## src/rtl/core/qmr_pkg.sv

```systemverilog
// qmr_pkg: shared types and constants for the quadratic minimum-root unit.
// No dependencies; used by the cells, the top level and the checker.
package qmr_pkg;

	localparam int COEF_W  = 32;
	localparam int ROOT_W  = 48;
	localparam int MISS_W  = 47;
	localparam int E_W     = 64;  // discriminant quarter width
	localparam int SQ_N    = 32;  // square root cells, one root bit each
	localparam int SQ_RW   = 36;  // square root partial remainder
	localparam int NUM_W   = 33;  // numerator magnitude
	localparam int DEN_W   = 33;  // divisor magnitude |2a|
	localparam int DIV_RW  = 34;  // divider partial remainder

	localparam logic [1:0] ST_OK     = 2'd0;
	localparam logic [1:0] ST_NOROOT = 2'd1;
	localparam logic [1:0] ST_AZERO  = 2'd2;
	localparam logic [1:0] ST_SAT    = 2'd3;

	typedef struct packed {
		logic signed [COEF_W-1:0] a;
		logic signed [COEF_W-1:0] b;
		logic                     rem;   // low bit of b*b
		logic [1:0]               code;
	} sq_side_t;

	typedef struct packed {
		logic       neg;
		logic [1:0] code;
	} dv_side_t;

endpackage

```

## src/rtl/core/qmr_sqrt_cell.sv

```systemverilog
// qmr_sqrt_cell: one step of the digit-by-digit integer square root.
// Depends on qmr_pkg.
module qmr_sqrt_cell (
	input  logic                          clk,
	input  logic                          arst_n,
	input  logic                          en,
	input  logic                          v_in,
	input  logic [qmr_pkg::E_W-1:0]       e_in,
	input  logic [qmr_pkg::SQ_RW-1:0]     r_in,
	input  logic [qmr_pkg::SQ_N-1:0]      g_in,
	input  qmr_pkg::sq_side_t             side_in,
	output logic                          v_q,
	output logic [qmr_pkg::E_W-1:0]       e_q,
	output logic [qmr_pkg::SQ_RW-1:0]     r_q,
	output logic [qmr_pkg::SQ_N-1:0]      g_q,
	output qmr_pkg::sq_side_t             side_q
);

	logic [qmr_pkg::SQ_RW-1:0] r_t;
	logic [qmr_pkg::SQ_RW-1:0] trial;
	logic                      take;

	assign r_t   = {r_in[qmr_pkg::SQ_RW-3:0], e_in[qmr_pkg::E_W-1 -: 2]};
	assign trial = {{(qmr_pkg::SQ_RW-qmr_pkg::SQ_N-2){1'b0}}, g_in, 2'b01};
	assign take  = (r_t >= trial);

	always_ff @(posedge clk or negedge arst_n) begin
		if (!arst_n) begin
			v_q <= 1'b0;
		end else if (en) begin
			v_q <= v_in;
		end
	end

	always_ff @(posedge clk) begin
		if (en) begin
			e_q    <= {e_in[qmr_pkg::E_W-3:0], 2'b00};
			r_q    <= take ? (r_t - trial) : r_t;
			g_q    <= {g_in[qmr_pkg::SQ_N-2:0], take};
			side_q <= side_in;
		end
	end

endmodule

```

## config.mk

```make
export PLATFORM = sky130hd
export DESIGN_NAME = qmr_sqrt_cell
export DESIGN_NICKNAME = d
export VERILOG_FILES = /design/src/rtl/core/qmr_pkg.sv /design/src/rtl/core/qmr_sqrt_cell.sv
export SDC_FILE = /design/constraint.sdc
export NUM_CORES = 1
export LEC_CHECK = 0
export BUFFER_PORTS_ARGS = -buffer_cell sky130_fd_sc_hd__buf_2
export CAP_MARGIN = 20
export CELL_PAD_IN_SITES_DETAIL_PLACEMENT = 0
export CELL_PAD_IN_SITES_GLOBAL_PLACEMENT = 2
export CORE_MARGIN = 2
export CORE_UTILIZATION = 30
export CTS_BUF_LIST = sky130_fd_sc_hd__clkbuf_8
export DETAILED_ROUTE_END_ITERATION = 10
export GPL_ROUTABILITY_DRIVEN = 0
export HOLD_SLACK_MARGIN = 0.05
export PLACE_DENSITY = 0.82
export REMOVE_ABC_BUFFERS = 1
export SYNTH_ARGS = -nofsm -noshare
export SYNTH_HDL_FRONTEND = slang
export SYNTH_SLANG_ARGS = --single-unit
```

## constraint.sdc

```tcl
create_clock -name clk -period 1 [get_ports clk]
set_input_delay 0.1 -clock clk [delete_from_list [all_inputs] [get_ports clk]]
set_output_delay 0.1 -clock clk [all_outputs]
set_load 0.1 [all_outputs]
```

==> impl_metrics.yaml <==
status:
  outcome: "complete, but fails checks"
  violations: "negative setup slack"
power:
  internal_power_mw: 17.6
  power_density_nw_per_um2: 1620
  p_sw_mw: 12.0
  p_sw_share_pct: 40.6
  clkPwrFrac_pct: 17.8
  p_leak_nw: 7.69
  vdd_drop_max_v: 0.000807
  combPwrFrac_pct: 45.7
  seqPwrFrac_pct: 36.5
hold_path:
  min_from: "r_in[32]"
  hold_path_class: "in -> reg"
  hold_path_depth: 3
floorplanning:
  core.rowCount: 61
  die-area_um2: 30000
  die_h_um: 173
  core_um2: 27900
  die_w_um: 173
  initial_core_util_pct: 30.7
  num_io_pins: 403
worst_setup_path:
  end_kind: "flop"
  worstSetupStartpointType: "input port"
  critPathArrivalTime_ns: 2.28
  cp-endpoint: "r_q[14]"
  path_max_fanout: 7
  r2r_cells: 1
  rr_endpoint: "v_q"
  critPathKind: "in -> reg"
  worstPathRequired_ns: 1.23
  reg2reg_setup_slack_ns: 0.20
  rr_startpoint: "v_q"
  crit_start: "g_in[25]"
final_layout:
  fillers: 1968
  nets: 1576
  final_area_um2: 18200
  final-seq-area_um2: 5940
  area_delta_synth_final_pct: 112
  post_route_cells_drive_above_1_share_pct: 51.4
  multi_input_area_um2: 2900
yosys:
  ys_seq_area_share_pct: 69.3
  yosysWarningCount: 0
  synth_most_common_cell: "edfxtp_1"
  synth.cell_area_um2: 8580
  synth_edf_count: 197
  avgSynthCellArea_um2: 14.4
  async_flop_share_pct: 0.505
  synth_top_cell_by_area: "edfxtp_1"
  ys.flop_type: "edfxtp_1"
  synth_top_area_share_pct: 69.0
  synth_cells: 596
  synthTopCellsByArea: "edfxtp_1 (69%), ha_1 (5.0%), a21oi_1 (2.7%)"
  ys_types: 61
  synthTopCellsByCount: "edfxtp_1 (197), a21oi_1 (47), inv_1 (40)"
  synth-seq-cells: 198
sta:
  fin_ws_ns: -1.05
  setup_violations: 235
  min_period_ns: 2.05
  skew_ns: 0
  maxSlewViolCount: 0
  fmax_mhz: 487
  hold_slack_ns: 0.108
  period_share_pct: 205
  final-hold-violation-count: 0
  rsz0062_at_grt: "true"
cts:
  path_clk_slew_ns: 0.10
  cts_root_buf: "clkbuf_8"
  cts_buffers: 17
  cts.sinks: 198
  clkLatencyLatePin_ns: 0.48
  cts_tree: "done"
  ctsLongestPathBuffers: 2
  h-tree-depth: 4
drt:
  drcViolationCount: 0
  drt-initial-drc-count: 478
  routed_wl_um: 36100
  drtPass1Iterations: 5
  antenna_left: 0
  wl_per_cell_um: 20.8
  via_per_inst: 4.57
  vias: 7921
global_routing:
  grt_max_degree: 38
  grt.overflow.total: 0
  grt_pass1_wl_um: 53600
  grt_pass1_vias: 8421
  grt.total_usage_pct: 23.8
  antenna_found_initial: 5
place:
  hpwl_um: 24800
  port_buffers: 398
  placedInstanceArea_um2: 15000
flow_run:
  maxCapViolations: 0
-- worst min-delay path by stage --
| stage | endpoint | slack, ns |
|---|---|---|
| floorplan | v_q | -0.20 |
| global placement | v_q | -0.12 |
| detailed placement | v_q | -0.12 |
| CTS | r_q[15] | 0.06 |
| global route | v_q | 0.08 |
| finish | r_q[34] | 0.11 |
-- logic make-up (layout without fill, tap and decap cells) --
| group | count (synthesis) | count (layout) | synth area share, % |
|---|---|---|---|
| xor+xnor | 33 | 33 | 3.37 |
| buf+inv | 65 | 820 | 3.47 |
| mux | 13 | 13 | 1.71 |
| fa+ha+maj | 34 | 34 | 4.96 |
| other cells | 1 | 6 | 0.0437 |
| flops | 198 | 198 | 69.3 |
| compound gates | 128 | 128 | 9.89 |
| simple gates | 124 | 124 | 7.31 |
-- worst max-delay path: stages --
cell	delay, ns
buf_6	0.08
inv_2	0.04
ha_4	0.26
nand4_1	0.20
nor4_4	0.34
and3_1	0.19
a21bo_1	0.22
and2_4	0.14
a21oi_4	0.21
buf_12	0.19
mux2_4	0.30
-- state kept, by name, summed over array words and instances (netlist names) --
| register | cells |
|---|---|
| side_q | 67 |
| e_q | 62 |
| r_q | 36 |
| g_q | 32 |
| v_q | 1 |
-- power groups by stage --
stage | combinational [mW] | clock (mW) | sequential (mW)
after floorplan | 1.47 | 0 | 16.2
after global placement | 12.1 | 0 | 10.9
after detailed placement | 12.1 | 0 | 11.0
after CTS | 13.3 | 5.37 | 10.8
after global routing | 13.9 | 5.66 | 10.9
final | 13.5 | 5.27 | 10.8
-- layer usage --
layer / vias up / track usage [%] / wire, µm
li1: 3708 / - / -
met1: 3876 / 27.6 / 14100
met2: 276 / 42.7 / 19000
met3: 57 / 5.32 / 1750
met4: 4 / 8.72 / 1090
met5: - / 0 / 27
-- cell usage in the layout (no fill, tap or decap), drive strengths merged, types with 18 or more instances in the layout --
cell,netlist,routed
nand2,31,31
inv,40,47
xnor2,18,18
buf,15,549
dlygate4sd3,0,197
nor2,35,35
edfxtp,197,197
ha,34,34
clkbuf,10,19
o21ai,26,26
a21oi,60,60
-- timing repair --
action                     CTS  global route
hold endpoints to repair   199             0
gates cloned                 1             1
setup endpoints to repair  235           235
gates resized for setup    119            38
hold buffers               197             0
setup buffers               16             3
pin swaps                   28            18
-- layout make-up --
class                           instances  share of cell area, %
Inverter                               40                  0.892
Timing Repair Buffer                  748                   45.8
Multi-Input combinational cell        334                   15.9
Tap cell                              378                   2.59
Clock inverter                         15                  0.899
Antenna cell                            4                 0.0549
Clock buffer                           17                   1.28
Sequential cell                       198                   32.6
-- metrics by stage --
stage                     power [mW]  utilization [%]  setup TNS [ns]  setup WS (ns)  std cells
after floorplan                 17.6                -          -71.15          -2.08        572
after CTS                       29.5             64.5          -83.37         -0.997       1727
after detailed placement        23.1             53.5          -58.09          -1.71       1481
after global placement          23.0             53.5          -57.72          -1.69       1481
after global routing            30.5             65.2          -91.18          -1.12       1733
final                           29.6             65.3          -78.29          -1.05       1734
Power figures use the tool's default switching activity.
