`config.mk`:
```
export PLATFORM = sky130hd
export DESIGN_NAME = qmr_div_cell
export DESIGN_NICKNAME = d
export VERILOG_FILES = /design/src/rtl/core/qmr_pkg.sv /design/src/rtl/core/qmr_div_cell.sv
export SDC_FILE = /design/constraint.sdc
export NUM_CORES = 1
export LEC_CHECK = 0
export BUFFER_PORTS_ARGS = -buffer_cell sky130_fd_sc_hd__buf_2
export CORE_AREA = 2 2 133 135
export CTS_CLUSTER_SIZE = 40
export DETAILED_ROUTE_END_ITERATION = 8
export DIE_AREA = 0 0 135 137
export PLACE_DENSITY = 0.86
export SLEW_MARGIN = 20
export SYNTH_ARGS = -nofsm -noshare
export SYNTH_HDL_FRONTEND = slang
export SYNTH_SLANG_ARGS = --single-unit
```
`constraint.sdc`:
```
create_clock -name clk -period 0.86 [get_ports clk]
set_input_delay 0.172 -clock clk [delete_from_list [all_inputs] [get_ports clk]]
set_output_delay 0.172 -clock clk [all_outputs]
set_load 0.01 [all_outputs]
```
`src/rtl/core/qmr_pkg.sv`:
```
// qmr_pkg: shared types and constants for the quadratic minimum-root unit.
// No dependencies; used by the cells, the top level and the checker.
package qmr_pkg;

	localparam int COEF_W  = 32;
	localparam int ROOT_W  = 48;
	localparam int MISS_W  = 47;
	localparam int E_W     = 64;  // discriminant quarter width
	localparam int SQ_N    = 32;  // square root cells, one root bit each
	localparam int SQ_RW   = 36;  // square root partial remainder
	localparam int NUM_W   = 33;  // numerator magnitude
	localparam int DEN_W   = 33;  // divisor magnitude |2a|
	localparam int DIV_RW  = 34;  // divider partial remainder

	localparam logic [1:0] ST_OK     = 2'd0;
	localparam logic [1:0] ST_NOROOT = 2'd1;
	localparam logic [1:0] ST_AZERO  = 2'd2;
	localparam logic [1:0] ST_SAT    = 2'd3;

	typedef struct packed {
		logic signed [COEF_W-1:0] a;
		logic signed [COEF_W-1:0] b;
		logic                     rem;   // low bit of b*b
		logic [1:0]               code;
	} sq_side_t;

	typedef struct packed {
		logic       neg;
		logic [1:0] code;
	} dv_side_t;

endpackage

```
`src/rtl/core/qmr_div_cell.sv`:
```
// qmr_div_cell: one restoring-division step, one quotient bit per cell.
// Depends on qmr_pkg.
module qmr_div_cell #(
	parameter int QW = 49
) (
	input  logic                           clk,
	input  logic                           arst_n,
	input  logic                           en,
	input  logic                           v_in,
	input  logic [QW-1:0]                  dvd_in,
	input  logic [qmr_pkg::DEN_W-1:0]      den_in,
	input  logic [qmr_pkg::DIV_RW-1:0]     r_in,
	input  logic [QW-1:0]                  q_in,
	input  qmr_pkg::dv_side_t              side_in,
	output logic                           v_q,
	output logic [QW-1:0]                  dvd_q,
	output logic [qmr_pkg::DEN_W-1:0]      den_q,
	output logic [qmr_pkg::DIV_RW-1:0]     r_q,
	output logic [QW-1:0]                  q_q,
	output qmr_pkg::dv_side_t              side_q
);

	logic [qmr_pkg::DIV_RW-1:0] r_t;
	logic [qmr_pkg::DIV_RW-1:0] dx;
	logic                       take;

	assign r_t  = {r_in[qmr_pkg::DIV_RW-2:0], dvd_in[QW-1]};
	assign dx   = {{(qmr_pkg::DIV_RW-qmr_pkg::DEN_W){1'b0}}, den_in};
	assign take = (r_t >= dx);

	always_ff @(posedge clk or negedge arst_n) begin
		if (!arst_n) begin
			v_q <= 1'b0;
		end else if (en) begin
			v_q <= v_in;
		end
	end

	always_ff @(posedge clk) begin
		if (en) begin
			dvd_q  <= {dvd_in[QW-2:0], 1'b0};
			den_q  <= den_in;
			r_q    <= take ? (r_t - dx) : r_t;
			q_q    <= {q_in[QW-2:0], take};
			side_q <= side_in;
		end
	end

endmodule

```
==> results.md <==
- Status: finished with violations
- Failing checks: negative setup slack
- Worst skew pair latency: 0.42 ns
- Nets: 1357
- Htree depth: 4
- Wire length per cell: 21.3 um
- Die area: 0.0185 mm^2
- Cts bufs inserted: 17
- Hold slack: 0.0347 ns
- Slew Limit Fails: 0
- Grt ovf: 0
- Top cells by area, synth: edfxtp_1 67%, ha_1 5.5%, a21oi_1 3.6%
- M2 GR Usage: 54.8%
- DRC: 0
- Detailed Route WL: 29600 um
- Fmax: 442 MHz
- Cell Pwr Density: 1800 mW/mm^2
- Largest net degree at the start of global routing: 22
- Max Cap Viol: 0
- Final clock skew: 0 ns
- Number of global-route vias before repair: 7491
- Setup ws final: -1.40 ns
- Final instance area: 0.0134 mm^2
- Detailed Place HPWL: 17900 um
- Crit path launch type: input pin
- Setup crit end: r_q[33]
- Yosys warnings: 0
- DRT iter0 DRCs: 623
- Routability Congestion: 0.860
- DIE WIDTH: 135 um
- Most used flip-flop cell after synthesis: edfxtp_1
- Share of the synthesized area in the top cell type: 67.3%
- Required @ worst endpoint: 1.12 ns
- EDFF count, synth: 167
- Clock sinks: 168
- Async SR Flop Fraction: 0.595%
- Drt first pass iters: 5
- IO Pins: 341
- Worst Setup Path Type: in -> reg
- Post-layout min period: 2.26 ns
- Via/cell ratio: 5.26
- CTS max path bufs: 2
- R2r startpoint: v_q
- Worst-path maximum fanout: 5
- GRT Total Usage: 29.4%
- Clk root buf: clkbuf_16
- Area of the core: 0.0171 mm^2
- Area post-placement: 0.0108 mm^2
- Post-synth cell types: 57
- Final period util: 263%
- Die H: 137 um
- Fill count: 920
- Commonest cells post-synth: 167 x edfxtp_1, 53 x a21oi_1, 41 x inv_1, 33 x ha_1, 33 x nor2_1
- Worst setup EP type: flop
- Initial antenna violation count: 1
- Rows: 48
- Most frequent cell after synthesis: edfxtp_1
- Average size of a mapped cell: 14.2 um^2
- R2R depth: 1
- Fin util: 78.5%
- Area leader, netlist: edfxtp_1
- IO Port Bufs: 337
- Setup violators final: 203
- GR Util met3: 6.37%
- Routed Antenna Nets: 0
- Global-route wire length before repair: 40600 um
- Initial Utilization: 43.7%
- Worst Path Arrival: 2.52 ns
- RSZ-0062 raised after global routing: yes
- Routed vias: 7311
- Most Crowded Layer GR: met2
- Cell count after synthesis: 524
- Final hold violations: 0
- Tot Pwr: 24.1 mW
- CP Launch Point: r_in[1]
- TritonCTS clock tree: done
- Max rail drop VDD: 0.00132 V
- Non-Filler Instances: 1389
- Layout cell share with drive strength beyond 1: 55.3%
- #FFs+latches synth: 168
- Area Growth Syn to Fin: 79.5%
- Clock transition at path regs: 0.07 ns
- Worst R2R Setup Slack: 0.09 ns
- Leak: 5.88 nW
- Post-Syn Area: 0.00746 mm^2
- Register area: 0.00504 mm^2
- Post-Syn Nets: 730
- Multi-input gate area in the final layout: 0.00282 mm^2
- Seq/Total Area, Yosys: 67.6%
- Worst R2R End: v_q
- Worst hold-check path type: in -> reg
- GR met1 Demand/Resource: 32.5%
- Placed Cells incl. Taps: 1204
-- logic make-up (layout without fill, tap and decap cells) --
family,count (synthesis),after routing,synth area share [%]
other,1,2,0.0503
xor gates and xnor gates,29,29,3.41
buffers and inverters,56,695,3.24
and+or+nand+nor,90,90,5.61
AOI/OAI and AO/OA,135,135,12.2
adders and majority gates,34,34,5.81
DFF,168,168,67.6
muxes,11,11,2.10
-- power by group --
| group | total [mW] | internal [mW] | leakage [nW] | switching [mW] |
|---|---|---|---|---|
| clock | 7.60 | 3.89 | 0.285 | 3.72 |
| sequential | 10.2 | 9.93 | 1.65 | 0.269 |
| combinational | 6.27 | 3.20 | 3.95 | 3.07 |
| total | 24.1 | 17.0 | 5.88 | 7.05 |
-- flip-flops by register name, indices dropped and copies added (netlist names) --
register,cells
den_q,33
q_q,49
dvd_q,48
r_q,34
v_q,1
side_q,3
-- layout by cell type, fill, tap and decap left out, types with 3 or more instances in the layout --
master and count:
mux2_4 9, xnor2_1 18, nand4_1 5, and2_4 3
clkinv_4 4, nand3_1 5, ha_2 3, o21bai_1 5
a21oi_2 14, a21o_1 13, o21ai_1 5, a21oi_4 3
ha_1 7, o21a_1 5, nor2_2 11, a211oi_1 3
xor2_1 11, buf_2 324, o21ai_0 14, clkbuf_16 18
a21oi_1 37, ha_4 23, nor2_1 10, edfxtp_1 167
buf_4 133, nor2_4 12, o21ai_2 5, buf_12 14
inv_1 29, nand2_1 22, a221o_1 3, inv_8 7
buf_6 15, and3_4 5, nor3_1 4, inv_2 8
inv_6 3, dlygate4sd3_1 133
-- worst min-delay path by stage --
| stage | start | to | slack (ns) | depth (start not counted) |
|---|---|---|---|---|
| 5_1_grt | den_in[30] | den_q[30] | 0.03 | 2 |
| 3_3_place_gp | arst_n | v_q | -0.05 | 1 |
| 6_report | den_in[30] | den_q[30] | 0.03 | 2 |
| 2_1_floorplan | arst_n | v_q | -0.12 | 0 |
| 3_5_place_dp | arst_n | v_q | -0.05 | 1 |
| 4_1_cts | den_in[30] | den_q[30] | 0.007 | 2 |
-- what timing repair did --
item | CTS | global route
hold endpoints to repair | 133 | 0
cloned | 1 | 1
gates resized for setup | 40 | 73
endpoints found under the setup margin | 203 | 203
pin swaps | 16 | 23
hold buffers | 133 | 0
setup buffers | 11 | 8
-- worst max-delay path: stages --
cell and delay [ns]:
buf_2 0.12, ha_2 0.39, nand3_2 0.14, a21oi_4 0.19, o31a_1 0.25, a31oi_4 0.16, o41ai_4 0.41, a41oi_2 0.25
o21ai_2 0.21, mux2i_1 0.23
-- area by class of cell --
cell class              instances  area share [%]
repair buffers                623            33.5
inverters                      41            1.36
flip-flops and latches        168            37.7
multi-input cells             300            21.0
well taps                     225            2.10
clock inverters                14            1.14
clock buffers                  17            3.18
diodes                          1          0.0187
-- stage by stage --
stage / TNS [ns] / setup WS, ns
after detailed placement: -64.78 / -1.84
after global placement: -61.11 / -1.76
final: -89.83 / -1.40
after floorplan: -45.10 / -1.40
after global routing: -97.11 / -1.45
after CTS: -88.37 / -1.32
-- metal layers --
metal | wire [um] | up-vias
met2 | 15700 | 436
met4 | 976 | 0
met1 | 10700 | 3568
met3 | 2180 | 77
li1 | - | 3230
met5 | 0 | -
No activity file was read; power rests on OpenSTA's default activity.
